[src/rtl/ghp_pkg.sv]
// Shared types, codes and helpers for the gzip header parser.
package ghp_pkg;

   // Default width of the byte position; its counter has one extra bit
   localparam int unsigned OFFSET_BITS_DEFAULT = 16;

   localparam int unsigned PHASE_WIDTH   = 4;
   localparam int unsigned VERDICT_WIDTH = 3;
   localparam int unsigned OFFSET_WIDTH  = 16;
   localparam int unsigned FLAGS_WIDTH   = 5;
   localparam int unsigned SKIP_WIDTH    = 16;
   localparam int unsigned RSP_WIDTH     = 32;

   // Header constants
   localparam logic [7:0] MAGIC_A        = 8'h1f;
   localparam logic [7:0] MAGIC_B        = 8'h8b;
   localparam logic [7:0] METHOD_DEFLATE = 8'h08;
   localparam logic [7:0] FL_HCRC        = 8'h02;
   localparam logic [7:0] FL_EXTRA       = 8'h04;
   localparam logic [7:0] FL_NAME        = 8'h08;
   localparam logic [7:0] FL_COMMENT     = 8'h10;
   localparam logic [7:0] FL_RESERVED    = 8'hE0;
   localparam logic [SKIP_WIDTH-1:0] FIXED_SKIP = 16'd6;
   localparam logic [SKIP_WIDTH-1:0] HCRC_SKIP  = 16'd2;

   // Parse phases
   localparam logic [PHASE_WIDTH-1:0] PH_MAG1    = 4'd0;
   localparam logic [PHASE_WIDTH-1:0] PH_MAG2    = 4'd1;
   localparam logic [PHASE_WIDTH-1:0] PH_METHOD  = 4'd2;
   localparam logic [PHASE_WIDTH-1:0] PH_FLAGS   = 4'd3;
   localparam logic [PHASE_WIDTH-1:0] PH_FIXED   = 4'd4;
   localparam logic [PHASE_WIDTH-1:0] PH_XLO     = 4'd5;
   localparam logic [PHASE_WIDTH-1:0] PH_XHI     = 4'd6;
   localparam logic [PHASE_WIDTH-1:0] PH_EXTRA   = 4'd7;
   localparam logic [PHASE_WIDTH-1:0] PH_NAME    = 4'd8;
   localparam logic [PHASE_WIDTH-1:0] PH_COMMENT = 4'd9;
   localparam logic [PHASE_WIDTH-1:0] PH_HCRC    = 4'd10;
   localparam logic [PHASE_WIDTH-1:0] PH_DATA    = 4'd11;

   // Verdict codes
   localparam logic [VERDICT_WIDTH-1:0] V_OK       = 3'd0;
   localparam logic [VERDICT_WIDTH-1:0] V_MAGIC    = 3'd1;
   localparam logic [VERDICT_WIDTH-1:0] V_METHOD   = 3'd2;
   localparam logic [VERDICT_WIDTH-1:0] V_RESERVED = 3'd3;
   localparam logic [VERDICT_WIDTH-1:0] V_TRUNC    = 3'd4;
   localparam logic [VERDICT_WIDTH-1:0] V_LONG     = 3'd5;

   // Parser state apart from the byte position
   typedef struct packed {
      logic [PHASE_WIDTH-1:0] phase;
      logic [7:0]             flags;
      logic [SKIP_WIDTH-1:0]  skip;
      logic                   given;
   } state_type;

   localparam state_type STATE_RESET = '{
      phase: PH_MAG1, flags: 8'h00, skip: '0, given: 1'b0};

   // Result of one step
   typedef struct packed {
      logic                     fire;
      logic                     ok;
      logic [VERDICT_WIDTH-1:0] verdict;
      logic [OFFSET_WIDTH-1:0]  offset;
      logic [FLAGS_WIDTH-1:0]   flags;
   } result_type;

   // Pick the next optional section after the one just finished
   function automatic logic [PHASE_WIDTH-1:0] next_after(
      input logic [PHASE_WIDTH-1:0] done,
      input logic [7:0]             flags);
      logic [PHASE_WIDTH-1:0] nxt;
      nxt = PH_DATA;
      if (done < PH_XLO && (flags & FL_EXTRA) != 8'h00) begin
         nxt = PH_XLO;
      end else if (done < PH_NAME && (flags & FL_NAME) != 8'h00) begin
         nxt = PH_NAME;
      end else if (done < PH_COMMENT && (flags & FL_COMMENT) != 8'h00) begin
         nxt = PH_COMMENT;
      end else if (done < PH_HCRC && (flags & FL_HCRC) != 8'h00) begin
         nxt = PH_HCRC;
      end
      return nxt;
   endfunction

endpackage

[src/rtl/ghp_step.sv]
// Next-state and verdict logic for one header byte.
module ghp_step #(
   parameter int unsigned OFFSET_BITS = ghp_pkg::OFFSET_BITS_DEFAULT
) (
   input  ghp_pkg::state_type    cur,
   input  logic [OFFSET_BITS:0]  idx,
   input  logic [7:0]            data_byte,
   input  logic                  last_byte,
   output ghp_pkg::state_type    nxt,
   output logic [OFFSET_BITS:0]  idx_in,
   output ghp_pkg::result_type   res
);

   logic                                too_long;
   logic                                fire;
   logic [ghp_pkg::VERDICT_WIDTH-1:0]   verdict;
   logic [ghp_pkg::SKIP_WIDTH-1:0]      skip_dec;
   logic [ghp_pkg::SKIP_WIDTH-1:0]      skip_hi;
   logic [7:0]                          flags_seen;

   assign too_long = idx[OFFSET_BITS];
   assign skip_dec = cur.skip - ghp_pkg::SKIP_WIDTH'(1);
   assign skip_hi  = {data_byte, cur.skip[7:0]};

   always_comb begin
      nxt        = cur;
      idx_in     = idx;
      fire       = 1'b0;
      verdict    = ghp_pkg::V_OK;
      flags_seen = cur.flags;

      // Advance the parser while no verdict has been given
      if (!cur.given) begin
         if (too_long) begin
            fire    = 1'b1;
            verdict = ghp_pkg::V_LONG;
         end else begin
            unique case (cur.phase)
               ghp_pkg::PH_MAG1: begin
                  if (data_byte != ghp_pkg::MAGIC_A) begin
                     fire    = 1'b1;
                     verdict = ghp_pkg::V_MAGIC;
                  end else begin
                     nxt.phase = ghp_pkg::PH_MAG2;
                  end
               end
               ghp_pkg::PH_MAG2: begin
                  if (data_byte != ghp_pkg::MAGIC_B) begin
                     fire    = 1'b1;
                     verdict = ghp_pkg::V_MAGIC;
                  end else begin
                     nxt.phase = ghp_pkg::PH_METHOD;
                  end
               end
               ghp_pkg::PH_METHOD: begin
                  if (data_byte != ghp_pkg::METHOD_DEFLATE) begin
                     fire    = 1'b1;
                     verdict = ghp_pkg::V_METHOD;
                  end else begin
                     nxt.phase = ghp_pkg::PH_FLAGS;
                  end
               end
               ghp_pkg::PH_FLAGS: begin
                  nxt.flags  = data_byte;
                  flags_seen = data_byte;
                  if ((data_byte & ghp_pkg::FL_RESERVED) != 8'h00) begin
                     fire    = 1'b1;
                     verdict = ghp_pkg::V_RESERVED;
                  end else begin
                     nxt.skip  = ghp_pkg::FIXED_SKIP;
                     nxt.phase = ghp_pkg::PH_FIXED;
                  end
               end
               ghp_pkg::PH_FIXED: begin
                  nxt.skip = skip_dec;
                  if (skip_dec == '0) begin
                     nxt.phase = ghp_pkg::next_after(ghp_pkg::PH_FIXED, cur.flags);
                  end
               end
               ghp_pkg::PH_XLO: begin
                  nxt.skip  = ghp_pkg::SKIP_WIDTH'(data_byte);
                  nxt.phase = ghp_pkg::PH_XHI;
               end
               ghp_pkg::PH_XHI: begin
                  nxt.skip = skip_hi;
                  if (skip_hi == '0) begin
                     nxt.phase = ghp_pkg::next_after(ghp_pkg::PH_EXTRA, cur.flags);
                  end else begin
                     nxt.phase = ghp_pkg::PH_EXTRA;
                  end
               end
               ghp_pkg::PH_EXTRA: begin
                  nxt.skip = skip_dec;
                  if (skip_dec == '0) begin
                     nxt.phase = ghp_pkg::next_after(ghp_pkg::PH_EXTRA, cur.flags);
                  end
               end
               ghp_pkg::PH_NAME: begin
                  if (data_byte == 8'h00) begin
                     nxt.phase = ghp_pkg::next_after(ghp_pkg::PH_NAME, cur.flags);
                  end
               end
               ghp_pkg::PH_COMMENT: begin
                  if (data_byte == 8'h00) begin
                     nxt.phase = ghp_pkg::next_after(ghp_pkg::PH_COMMENT, cur.flags);
                  end
               end
               ghp_pkg::PH_HCRC: begin
                  nxt.skip = skip_dec;
                  if (skip_dec == '0) begin
                     nxt.phase = ghp_pkg::PH_DATA;
                  end
               end
               default: begin
                  fire    = 1'b1;
                  verdict = ghp_pkg::V_OK;
               end
            endcase
            // The only way into the CRC skip loads its two-byte count
            if (nxt.phase == ghp_pkg::PH_HCRC && cur.phase != ghp_pkg::PH_HCRC) begin
               nxt.skip = ghp_pkg::HCRC_SKIP;
            end
            idx_in = idx + (OFFSET_BITS + 1)'(1);
         end
         if (fire) begin
            nxt.given = 1'b1;
         end
      end

      // Close the buffer on its final byte and rearm
      if (last_byte) begin
         if (!nxt.given) begin
            fire    = 1'b1;
            verdict = ghp_pkg::V_TRUNC;
         end
         nxt    = ghp_pkg::STATE_RESET;
         idx_in = '0;
      end

      res.fire    = fire;
      res.ok      = (verdict == ghp_pkg::V_OK);
      res.verdict = verdict;
      res.offset  = (verdict == ghp_pkg::V_OK) ?
                    ghp_pkg::OFFSET_WIDTH'(idx[OFFSET_BITS-1:0]) : '0;
      res.flags   = flags_seen[ghp_pkg::FLAGS_WIDTH-1:0];
   end

endmodule

[src/rtl/gzip_header_parser_unit.sv]
// Top level of the gzip member header parser.
//
// Takes one buffer byte per item on the req_ channel, tlast on the final byte, and gives
// at most one verdict item per buffer on the rsp_ channel. The parser state and byte
// position update in the cycle the byte is accepted, and a verdict goes into the
// result register at the same edge, so a byte can be accepted in every cycle while
// the result register is empty or being drained. The parser checks the
// magic, method 8 and reserved flag bits, skips the fixed fields, the extra field, name,
// comment and header CRC, and reports success with the index of the first data byte.
// A buffer that ends without a verdict reports truncated; a byte at index
// 2**OFFSET_BITS or later reports too long. Bytes after a verdict are dropped up to tlast.
module gzip_header_parser_unit #(
   parameter int unsigned OFFSET_BITS = ghp_pkg::OFFSET_BITS_DEFAULT
) (
   input  logic                          clock,
   input  logic                          reset,
   input  logic                          req_tvalid,
   output logic                          req_tready,
   input  logic [7:0]                    req_tdata,   // [7:0] data_byte
   input  logic                          req_tlast,   // last_byte
   output logic                          rsp_tvalid,
   input  logic                          rsp_tready,
   // [0] header_ok, [3:1] verdict, [19:4] data_offset, [24:20] header_flags, rest zero
   output logic [ghp_pkg::RSP_WIDTH-1:0] rsp_tdata
);

   ghp_pkg::state_type         state_ff, state_in;
   logic [OFFSET_BITS:0]       idx_ff, idx_in;
   ghp_pkg::result_type        res;
   logic                       rsp_valid_ff;
   logic [ghp_pkg::RSP_WIDTH-1:0] rsp_data_ff;
   logic                       accept;

   assign req_tready = !rsp_valid_ff || rsp_tready;
   assign accept     = req_tvalid && req_tready;
   assign rsp_tvalid = rsp_valid_ff;
   assign rsp_tdata  = rsp_data_ff;

   ghp_step #(
      .OFFSET_BITS (OFFSET_BITS)
   ) u_step (
      .cur       (state_ff),
      .idx       (idx_ff),
      .data_byte (req_tdata),
      .last_byte (req_tlast),
      .nxt       (state_in),
      .idx_in    (idx_in),
      .res       (res)
   );

   // Advance parser state on each accepted item
   always_ff @(posedge clock) begin
      if (reset) begin
         state_ff <= ghp_pkg::STATE_RESET;
         idx_ff   <= '0;
      end else if (accept) begin
         state_ff <= state_in;
         idx_ff   <= idx_in;
      end
   end

   // Hold the verdict item until taken
   always_ff @(posedge clock) begin
      if (reset) begin
         rsp_valid_ff <= 1'b0;
      end else if (accept && res.fire) begin
         rsp_valid_ff <= 1'b1;
      end else if (rsp_tready) begin
         rsp_valid_ff <= 1'b0;
      end
   end

   always_ff @(posedge clock) begin
      if (accept && res.fire) begin
         rsp_data_ff <= ghp_pkg::RSP_WIDTH'({res.flags, res.offset, res.verdict, res.ok});
      end
   end

endmodule

[config.mk]
export PLATFORM = sky130hd
export DESIGN_NAME = gzip_header_parser_unit
export DESIGN_NICKNAME = d
export VERILOG_FILES = /design/src/rtl/ghp_pkg.sv /design/src/rtl/ghp_step.sv /design/src/rtl/gzip_header_parser_unit.sv
export SDC_FILE = /design/constraint.sdc
export NUM_CORES = 1
export LEC_CHECK = 0
export ABC_AREA = 1
export BUFFER_PORTS_ARGS = -buffer_cell sky130_fd_sc_hd__buf_2
export CAP_MARGIN = 25
export CORE_AREA = 2 2 97 99
export DETAILED_ROUTE_END_ITERATION = 7
export DIE_AREA = 0 0 99 101
export PLACE_DENSITY = 0.69
export SYNTH_ARGS = -nofsm -noshare
export SYNTH_HDL_FRONTEND = slang
export SYNTH_SLANG_ARGS = --single-unit
[constraint.sdc]
create_clock -name clock -period 2.9 [get_ports clock]
set_input_delay 0.58 -clock clock [delete_from_list [all_inputs] [get_ports clock]]
set_output_delay 0.58 -clock clock [all_outputs]
set_load 0.1 [all_outputs]
==> metrics.md, run 1 <==
| Metric | Value |
|---|---|
| Synth area leader | `dfxtp_1` |
| Total GRT Usage | `24.1%` |
| Clock Latency Late Sink | `0.36 ns` |
| Slew HR | `61.8%` |
| DRT iter0 DRCs | `331` |
| Pwr Total | `2650 uW` |
| Post-route cell area | `0.00511 mm^2` |
| Number of flops mapped to enable cells by yosys | `25` |
| Number of diodes | `0` |
| Initial antenna violation count | `0` |
| CP Cell Sequence | `nor2_1 > nand2_1 > nor2_1 > nand2_1 > nand2_1 > nand2_1 > inv_1 > nand2_1 > nor2_2 > nand3_2 > nand2_1 > nand2_1 > nand2_1 > nand2_1 > o21ai_1 > nand3_2 > nand2_4 > buf_4 > nand4_1 > nand2_1 > nor2_1` |
| Final setup skew | `0.0139 ns` |
| Sink Count | `69` |
| Row count | `35` |
| Setup CP Type | `reg2reg` |
| CP Data Arrival Time | `3.01 ns` |
| Routed Wire Length | `12000 um` |
| Root Driver | `clkbuf_8` |
| CP max-delay cell | `dfxtp_1` |
| Final ANT Viol Nets | `0` |
| Hold Fails Final Rpt | `0` |
| Async S/R FF share, synth | `0%` |
| Die footprint | `0.0100 mm^2` |
| Initial Util | `48.2%` |
| Dominant synthesized flop cell | `dfxtp_1` |
| Outcome | `complete, no violations` |
| Core ar. | `0.00898 mm^2` |
| CTS Buf Count | `9` |
| Hold/Removal Path Class | `reg2reg` |
| DRC Markers | `0` |
| Crit path required time | `3.17 ns` |
| IO Pins | `47` |
| Synth warnings | `0` |
| Reg clk slew, reported paths | `0.09 ns` |
| Cell area power density | `519 mW/mm^2` |
| CP Buf/Inv Count | `2` |
| Final slew viol count | `0` |
| Maximum vdd drop | `222 uV` |
| Finish-stage setup viols | `0` |
| Number of cells on the critical path | `21` |
| Most used cell along the critical path | `nand2_1` |
| Yosys cell types | `37` |
| CTS Buffer Depth | `2` |
| Routed via count | `4479` |
| Ratio of cells with drive above 1 in the final layout | `18.3%` |
| Commonest non-fill, non-tap cells in the layout | `nand2_1 (144), nor2_1 (112), inv_1 (111)` |
| Utilization after layout | `56.9%` |
| Port Buf Inserts | `39` |
| Period utilisation layout | `94.5%` |
| CP max stage delay | `0.37 ns` |
| Leak | `0.00232 uW` |
| Multi-input gate area | `0.00229 mm^2` |
| Crit-path max FO | `4` |
| Worst-Margin Slew | `0.573 ns` |
| Worst path top cell family by delay | `simple AND/OR/NAND/NOR gates` |
| Fin nets | `737` |
| Area Overhead vs Synth | `18.1%` |
| Die height | `101 um` |
| Vias in the first global route | `4128` |
| Worst hold stages | `1` |
| Die width | `99 um` |
| # fillers | `863` |
| Grt ovf | `0` |
| Reg2Reg Depth | `21` |
| Final min period | `2.74 ns` |
| Most common cell after layout, fill and taps aside | `nand2_1` |
| Synth Instances | `658` |
| H-tree depth | `3` |
| Dpl hpwl | `9090 um` |
| Drt first pass iters | `5` |
| CP endpoint kind | `flip-flop` |
| Yosys top cell area share | `20.4%` |
| Register area | `0.00164 mm^2` |
| Pre-CTS WS | `0.0328 ns` |
| GPL Wtd Cong | `1.04` |
| Sequential area share after synthesis | `37.7%` |
| Max frequency | `365 MHz` |
| Largest net degree at the start of global routing | `20` |
| CTS tree | `built` |
| Critical Path Start Type | `flip-flop` |
| Setup WS post-layout | `0.158 ns` |
| Wire per inst | `14.3 um` |
| Vias/cell | `5.35` |
| Mean Syn Cell Area | `6.57 um^2` |
| Synthesized area | `0.00433 mm^2` |
| Max Cap Viol | `0` |
| First-pass GRT wire length | `19200 um` |
| Ranking of synthesized cells by area | `dfxtp_1 (20%), edfxtp_1 (17%), nand2_1 (13%), nor2_1 (10%), inv_1 (9.8%)` |
| Dpl cell area | `0.00474 mm^2` |
| Synthesized flop and latch total | `69` |
-- cell type report --
class | count | share of cell area, %
Clock buffer | 9 | 2.42
Clock inverter | 7 | 1.62
Inverter | 118 | 8.72
Multi-Input combinational cell | 460 | 44.7
Sequential cell | 69 | 32.1
Tap cell | 111 | 2.72
Timing Repair Buffer | 63 | 7.74
-- kinds of logic (layout without fill, tap and decap cells) --
logic type                 after synthesis  after routing  share of synthesized area, %
AOI/OAI and AO/OA                       86             86                          11.7
adders and majority gates                3              3                         0.868
buffers and inverters                  137            197                          13.0
DFF                                     69             69                          37.7
other                                    1              7                        0.0867
and+or+nand+nor                        362            364                          36.7
-- metrics by stage --
step / instances / hold WS, ns / setup TNS [ns]
6_report: 837 / 0.452 / 0
5_1_grt: 837 / 0.481 / -0.815
4_1_cts: 832 / 0.456 / 0
3_5_place_dp: 816 / 0.444 / 0
3_3_place_gp: 816 / 0.434 / 0
2_1_floorplan: 664 / 0.422 / 0
-- registers in the layout, summed over array words and instances, names as in the netlist --
register and cells:
idx_ff 17, state_ff 26, rsp_tdata 25, rsp_tvalid 1
-- worst paths after layout --
kind	slack (ns)	start	endpoint
worst min register to register	0.45	idx_ff[14]$_SDFFE_PP0P_	idx_ff[14]$_SDFFE_PP0P_
worst max register to register	0.16	state_ff[8]$_SDFFE_PP0P_	state_ff[6]$_SDFFE_PP0P_
worst min-delay path	0.45	idx_ff[14]$_SDFFE_PP0P_	idx_ff[14]$_SDFFE_PP0P_
worst max-delay path	0.16	state_ff[8]$_SDFFE_PP0P_	state_ff[6]$_SDFFE_PP0P_
-- report_power, final --
part,total [uW],internal (uW),switching (uW),leakage [uW]
Clock,848,411,437,0.0000984
Combinational,727,177,550,0.00162
Sequential,1080,1050,30.8,0.000608
-- worst reg2reg max path: cells and delay by family (launching register included) --
family / cells / cell delay (ns)
AO/OA/AOI/OAI: 1 / 0.13
flip-flops: 1 / 0.37
buffers and inverters: 2 / 0.21
AND/OR/NAND/NOR: 18 / 1.95
-- cells in the mapped netlist (2+ instances only) --
cell / number
a22oi_1: 7
o22ai_1: 16
o21ai_0: 27
a211oi_1: 3
nor4_1: 5
buf_4: 8
o21ai_1: 2
nand4_1: 18
clkbuf_1: 8
nor2_4: 4
a21oi_1: 20
ha_1: 3
nor3_1: 13
inv_1: 113
nand3_2: 3
nand3_1: 36
nand2_1: 148
nor2_1: 118
inv_2: 5
nand2_2: 6
edfxtp_1: 25
o211ai_1: 4
dfxtp_1: 44
buf_6: 2
nor2_2: 8
-- layer usage --
layer / track usage [%] / vias to the layer above / wire [um]
li1: - / 2234 / -
met1: 30.8 / 2041 / 5180
met2: 41.2 / 183 / 5690
met3: 4.65 / 21 / 861
met4: 7.80 / 0 / 250
met5: 0 / - / 0
-- what timing repair did --
action                     in CTS  in global routing
hold buffers                    0                  0
buffers inserted                0                  3
setup endpoints to repair       0                 16
gates resized for setup         0                 35
(Power assumes the default switching activity.)
==> run 2, diff against run 1 <==
--- a/config.mk
+++ b/config.mk
@@ -12,6 +12,7 @@
 export DETAILED_ROUTE_END_ITERATION = 7
 export DIE_AREA = 0 0 99 101
 export PLACE_DENSITY = 0.69
+export RECOVER_POWER = 100
 export SYNTH_ARGS = -nofsm -noshare
 export SYNTH_HDL_FRONTEND = slang
 export SYNTH_SLANG_ARGS = --single-unit
==> run 2 against run 1 <==
Against the previous run: global-route usage unchanged; core utilization down 0.47 points; final cell count unchanged; critical endpoint unchanged; clock power is essentially flat; highest routed layer unchanged; combinational power shrank 1%; critical path type unchanged; critical path depth unchanged; sequential power hardly changed; setup slack lost 0.0053 ns; non-clock buffer count did not move; first-iteration DRC count up 1.8%.
==> metrics.md, run 2 (synthesis gave the netlist of run 1 again) <==
| Metric | Value |
|---|---|
| Most common cell after layout, fill and taps aside | `nand2_1` |
| Final slew viol count | `0 (unchanged)` |
| Critical Path Start Type | `flip-flop` |
| Grt ovf | `0 (unchanged)` |
| Smallest hold slack | `0.452 ns (+0.000360 ns)` |
| Row count | `35 (unchanged)` |
| Setup WS post-layout | `0.153 ns (-0.00529 ns)` |
| Hold path endpoint | `idx_ff[14]$_SDFFE_PP0P_` |
| Core ar. | `0.00898 mm^2 (unchanged)` |
| Switching share of power | `38.5% (+0.12 points)` |
| Crit path required time | `3.17 ns (about the same)` |
| # fillers | `882 (+2.2%)` |
| Pre-CTS WS | `0.0328 ns (unchanged)` |
| Max frequency | `364 MHz (-0.19%)` |
| Worst path top cell family by delay | `simple AND/OR/NAND/NOR gates` |
| Vias/cell | `5.35 (about the same)` |
| CP max-delay cell | `dfxtp_1` |
| Largest net degree at the start of global routing | `20 (unchanged)` |
| Power share of the sequential group | `40.7% (about the same)` |
| Ratio of cells with drive above 1 in the final layout | `14.0% (-4.3 points)` |
| Total GRT Usage | `24.1% (unchanged)` |
| Setup TNS Final | `0 ns (unchanged)` |
| Routed via count | `4481 (+0.045%)` |
| Final min period | `2.75 ns (+0.00529 ns)` |
| Hold/Removal Path Class | `reg2reg` |
| Initial Util | `48.2% (unchanged)` |
| Worst-Margin Slew | `1.18 ns (+0.603 ns)` |
| DRT iter0 DRCs | `337 (+1.8%)` |
| Root Driver | `clkbuf_8` |
| CP max stage delay | `0.37 ns (about the same)` |
| Largest reg by FF count | `state_ff` |
| Cell area power density | `522 mW/mm^2 (+0.61%)` |
| Dpl cell area | `0.00474 mm^2 (unchanged)` |
| Drt first pass iters | `6 (+1)` |
| CP Cell Sequence | `nor2_1 > nand2_1 > nor2_1 > nand2_1 > nand2_1 > nand2_1 > inv_1 > nand2_1 > nor2_2 > nand3_2 > nand2_1 > nand2_1 > nand2_1 > nand2_1 > o21ai_1 > nand3_2 > nand2_4 > buf_4 > nand4_1 > nand2_1 > nor2_1` |
| Outcome | `complete, no violations` |
| Clock Latency Late Sink | `0.36 ns (about the same)` |
| CTS tree | `built` |
| RR Endpoint | `state_ff[6]$_SDFFE_PP0P_` |
| CP Data Arrival Time | `3.02 ns (about the same)` |
| Period utilisation layout | `94.7% (+0.18 points)` |
| Sink Count | `69 (unchanged)` |
| Logic pwr share | `27.2% (-0.2 points)` |
| CP Buf/Inv Count | `2 (unchanged)` |
| Finish-stage setup viols | `0 (unchanged)` |
| Die footprint | `0.0100 mm^2 (unchanged)` |
| Hold Fails Final Rpt | `0 (unchanged)` |
| RR Startpoint | `state_ff[8]$_SDFFE_PP0P_` |
| R2r setup slk | `0.15 ns (about the same)` |
| IO Pins | `47 (unchanged)` |
| Slew HR | `21.9% (-40 points)` |
| Vias in the first global route | `4128 (unchanged)` |
| CTS Buffer Depth | `2 (unchanged)` |
| Die height | `101 um (unchanged)` |
| Setup CP Type | `reg2reg` |
| Reg clk slew, reported paths | `0.09 ns (about the same)` |
| Routed Wire Length | `12000 um (+0.22%)` |
| First-pass GRT wire length | `19200 um (unchanged)` |
| Clk pwr share | `32.0% (about the same)` |
| Maximum vdd drop | `221 uV (-0.41%)` |
| CTS Buf Count | `9 (unchanged)` |
| Multi-input gate area | `0.00228 mm^2 (-0.11%)` |
| Die width | `99 um (unchanged)` |
| Crit-path max FO | `4 (unchanged)` |
| HP Start | `idx_ff[14]$_SDFFE_PP0P_` |
| Fin nets | `737 (unchanged)` |
| Commonest non-fill, non-tap cells in the layout | `nand2_1 (145), nor2_1 (112), inv_1 (111)` |
| DRC Markers | `0 (unchanged)` |
| Most used cell along the critical path | `nand2_1` |
| Register area | `0.00164 mm^2 (unchanged)` |
| Leak | `0.00223 uW (-3.9%)` |
| Initial antenna violation count | `0 (unchanged)` |
| Utilization after layout | `56.4% (-0.47 points)` |
| H-tree depth | `3 (unchanged)` |
| Number of diodes | `0 (unchanged)` |
| Max Cap Viol | `0 (unchanged)` |
| Area Overhead vs Synth | `17.2%` |
| Post-route cell area | `0.00507 mm^2 (-0.83%)` |
| Cts hold-fix bufs | `0 (unchanged)` |
| GPL Wtd Cong | `1.04 (unchanged)` |
| Internal cell power | `1630 uW (-0.43%)` |
| Final setup skew | `0.0131 ns (-0.000828 ns)` |
| Worst hold stages | `1 (unchanged)` |
| Max reg flops | `26 (unchanged)` |
| Net Switching | `1020 uW (about the same)` |
| Dpl hpwl | `9090 um (unchanged)` |
| Port Buf Inserts | `39 (unchanged)` |
| Reg2Reg Depth | `21 (unchanged)` |
| Final ANT Viol Nets | `0 (unchanged)` |
| CP endpoint kind | `flip-flop` |
| Wire per inst | `14.3 um (+0.22%)` |
## run 2: per-stage QoR
stage	total power, uW	std cells
detailed placement	1770	816
CTS	2610	832
global route	2770	837
floorplan	1630	664
finish	2650	837
global placement	1760	816
## run 2: final cells by class
class                      count  area share (%)
tap                          111            2.74
sequential                    69            32.3
timing repair buffer          63            7.01
inverter                     118            8.79
multi-input combinational    460            45.1
clock inverter                 7            1.63
clock buffer                   9            2.44
## run 2: power groups by stage
stage	clock network [uW]	registers [uW]	logic, uW
floorplan	0	1250	375
global placement	0	1090	665
CTS	862	1070	673
global route	906	1080	781
detailed placement	0	1090	672
finish	848	1080	720
## run 2: worst max path at each step
stage / startpoint / cells past startpoint / slack [ns] / endpoint
6_report: state_ff[8]$_SDFFE_PP0P_ / 21 / 0.15 / state_ff[6]$_SDFFE_PP0P_
3_5_place_dp: req_tdata[5] / 19 / 0.03 / state_ff[3]$_SDFFE_PP0P_
4_1_cts: state_ff[1]$_SDFFE_PP0P_ / 20 / 0.05 / state_ff[2]$_SDFFE_PP0P_
2_1_floorplan: rsp_tvalid$_SDFFE_PP0P_ / 11 / 0.04 / idx_ff[11]$_SDFFE_PP0P_
5_1_grt: state_ff[8]$_SDFFE_PP0P_ / 21 / -0.07 / state_ff[4]$_SDFFE_PP0P_
3_3_place_gp: req_tdata[5] / 14 / 0.07 / rsp_tdata[19]$_SDFFCE_PN0P_
## run 2: routing by layer
layer / vias to the layer above / wire, um / global-route usage (%)
li1: 2232 / - / -
met1: 2056 / 5240 / 30.8
met2: 172 / 5670 / 41.2
met3: 21 / 860 / 4.65
met4: 0 / 238 / 7.80
met5: - / 0 / 0
## run 2: timing repair
action / in CTS / in global routing
endpoints found under the setup margin: 0 / 16
setup buffers: 0 / 3
resized for setup: 0 / 35
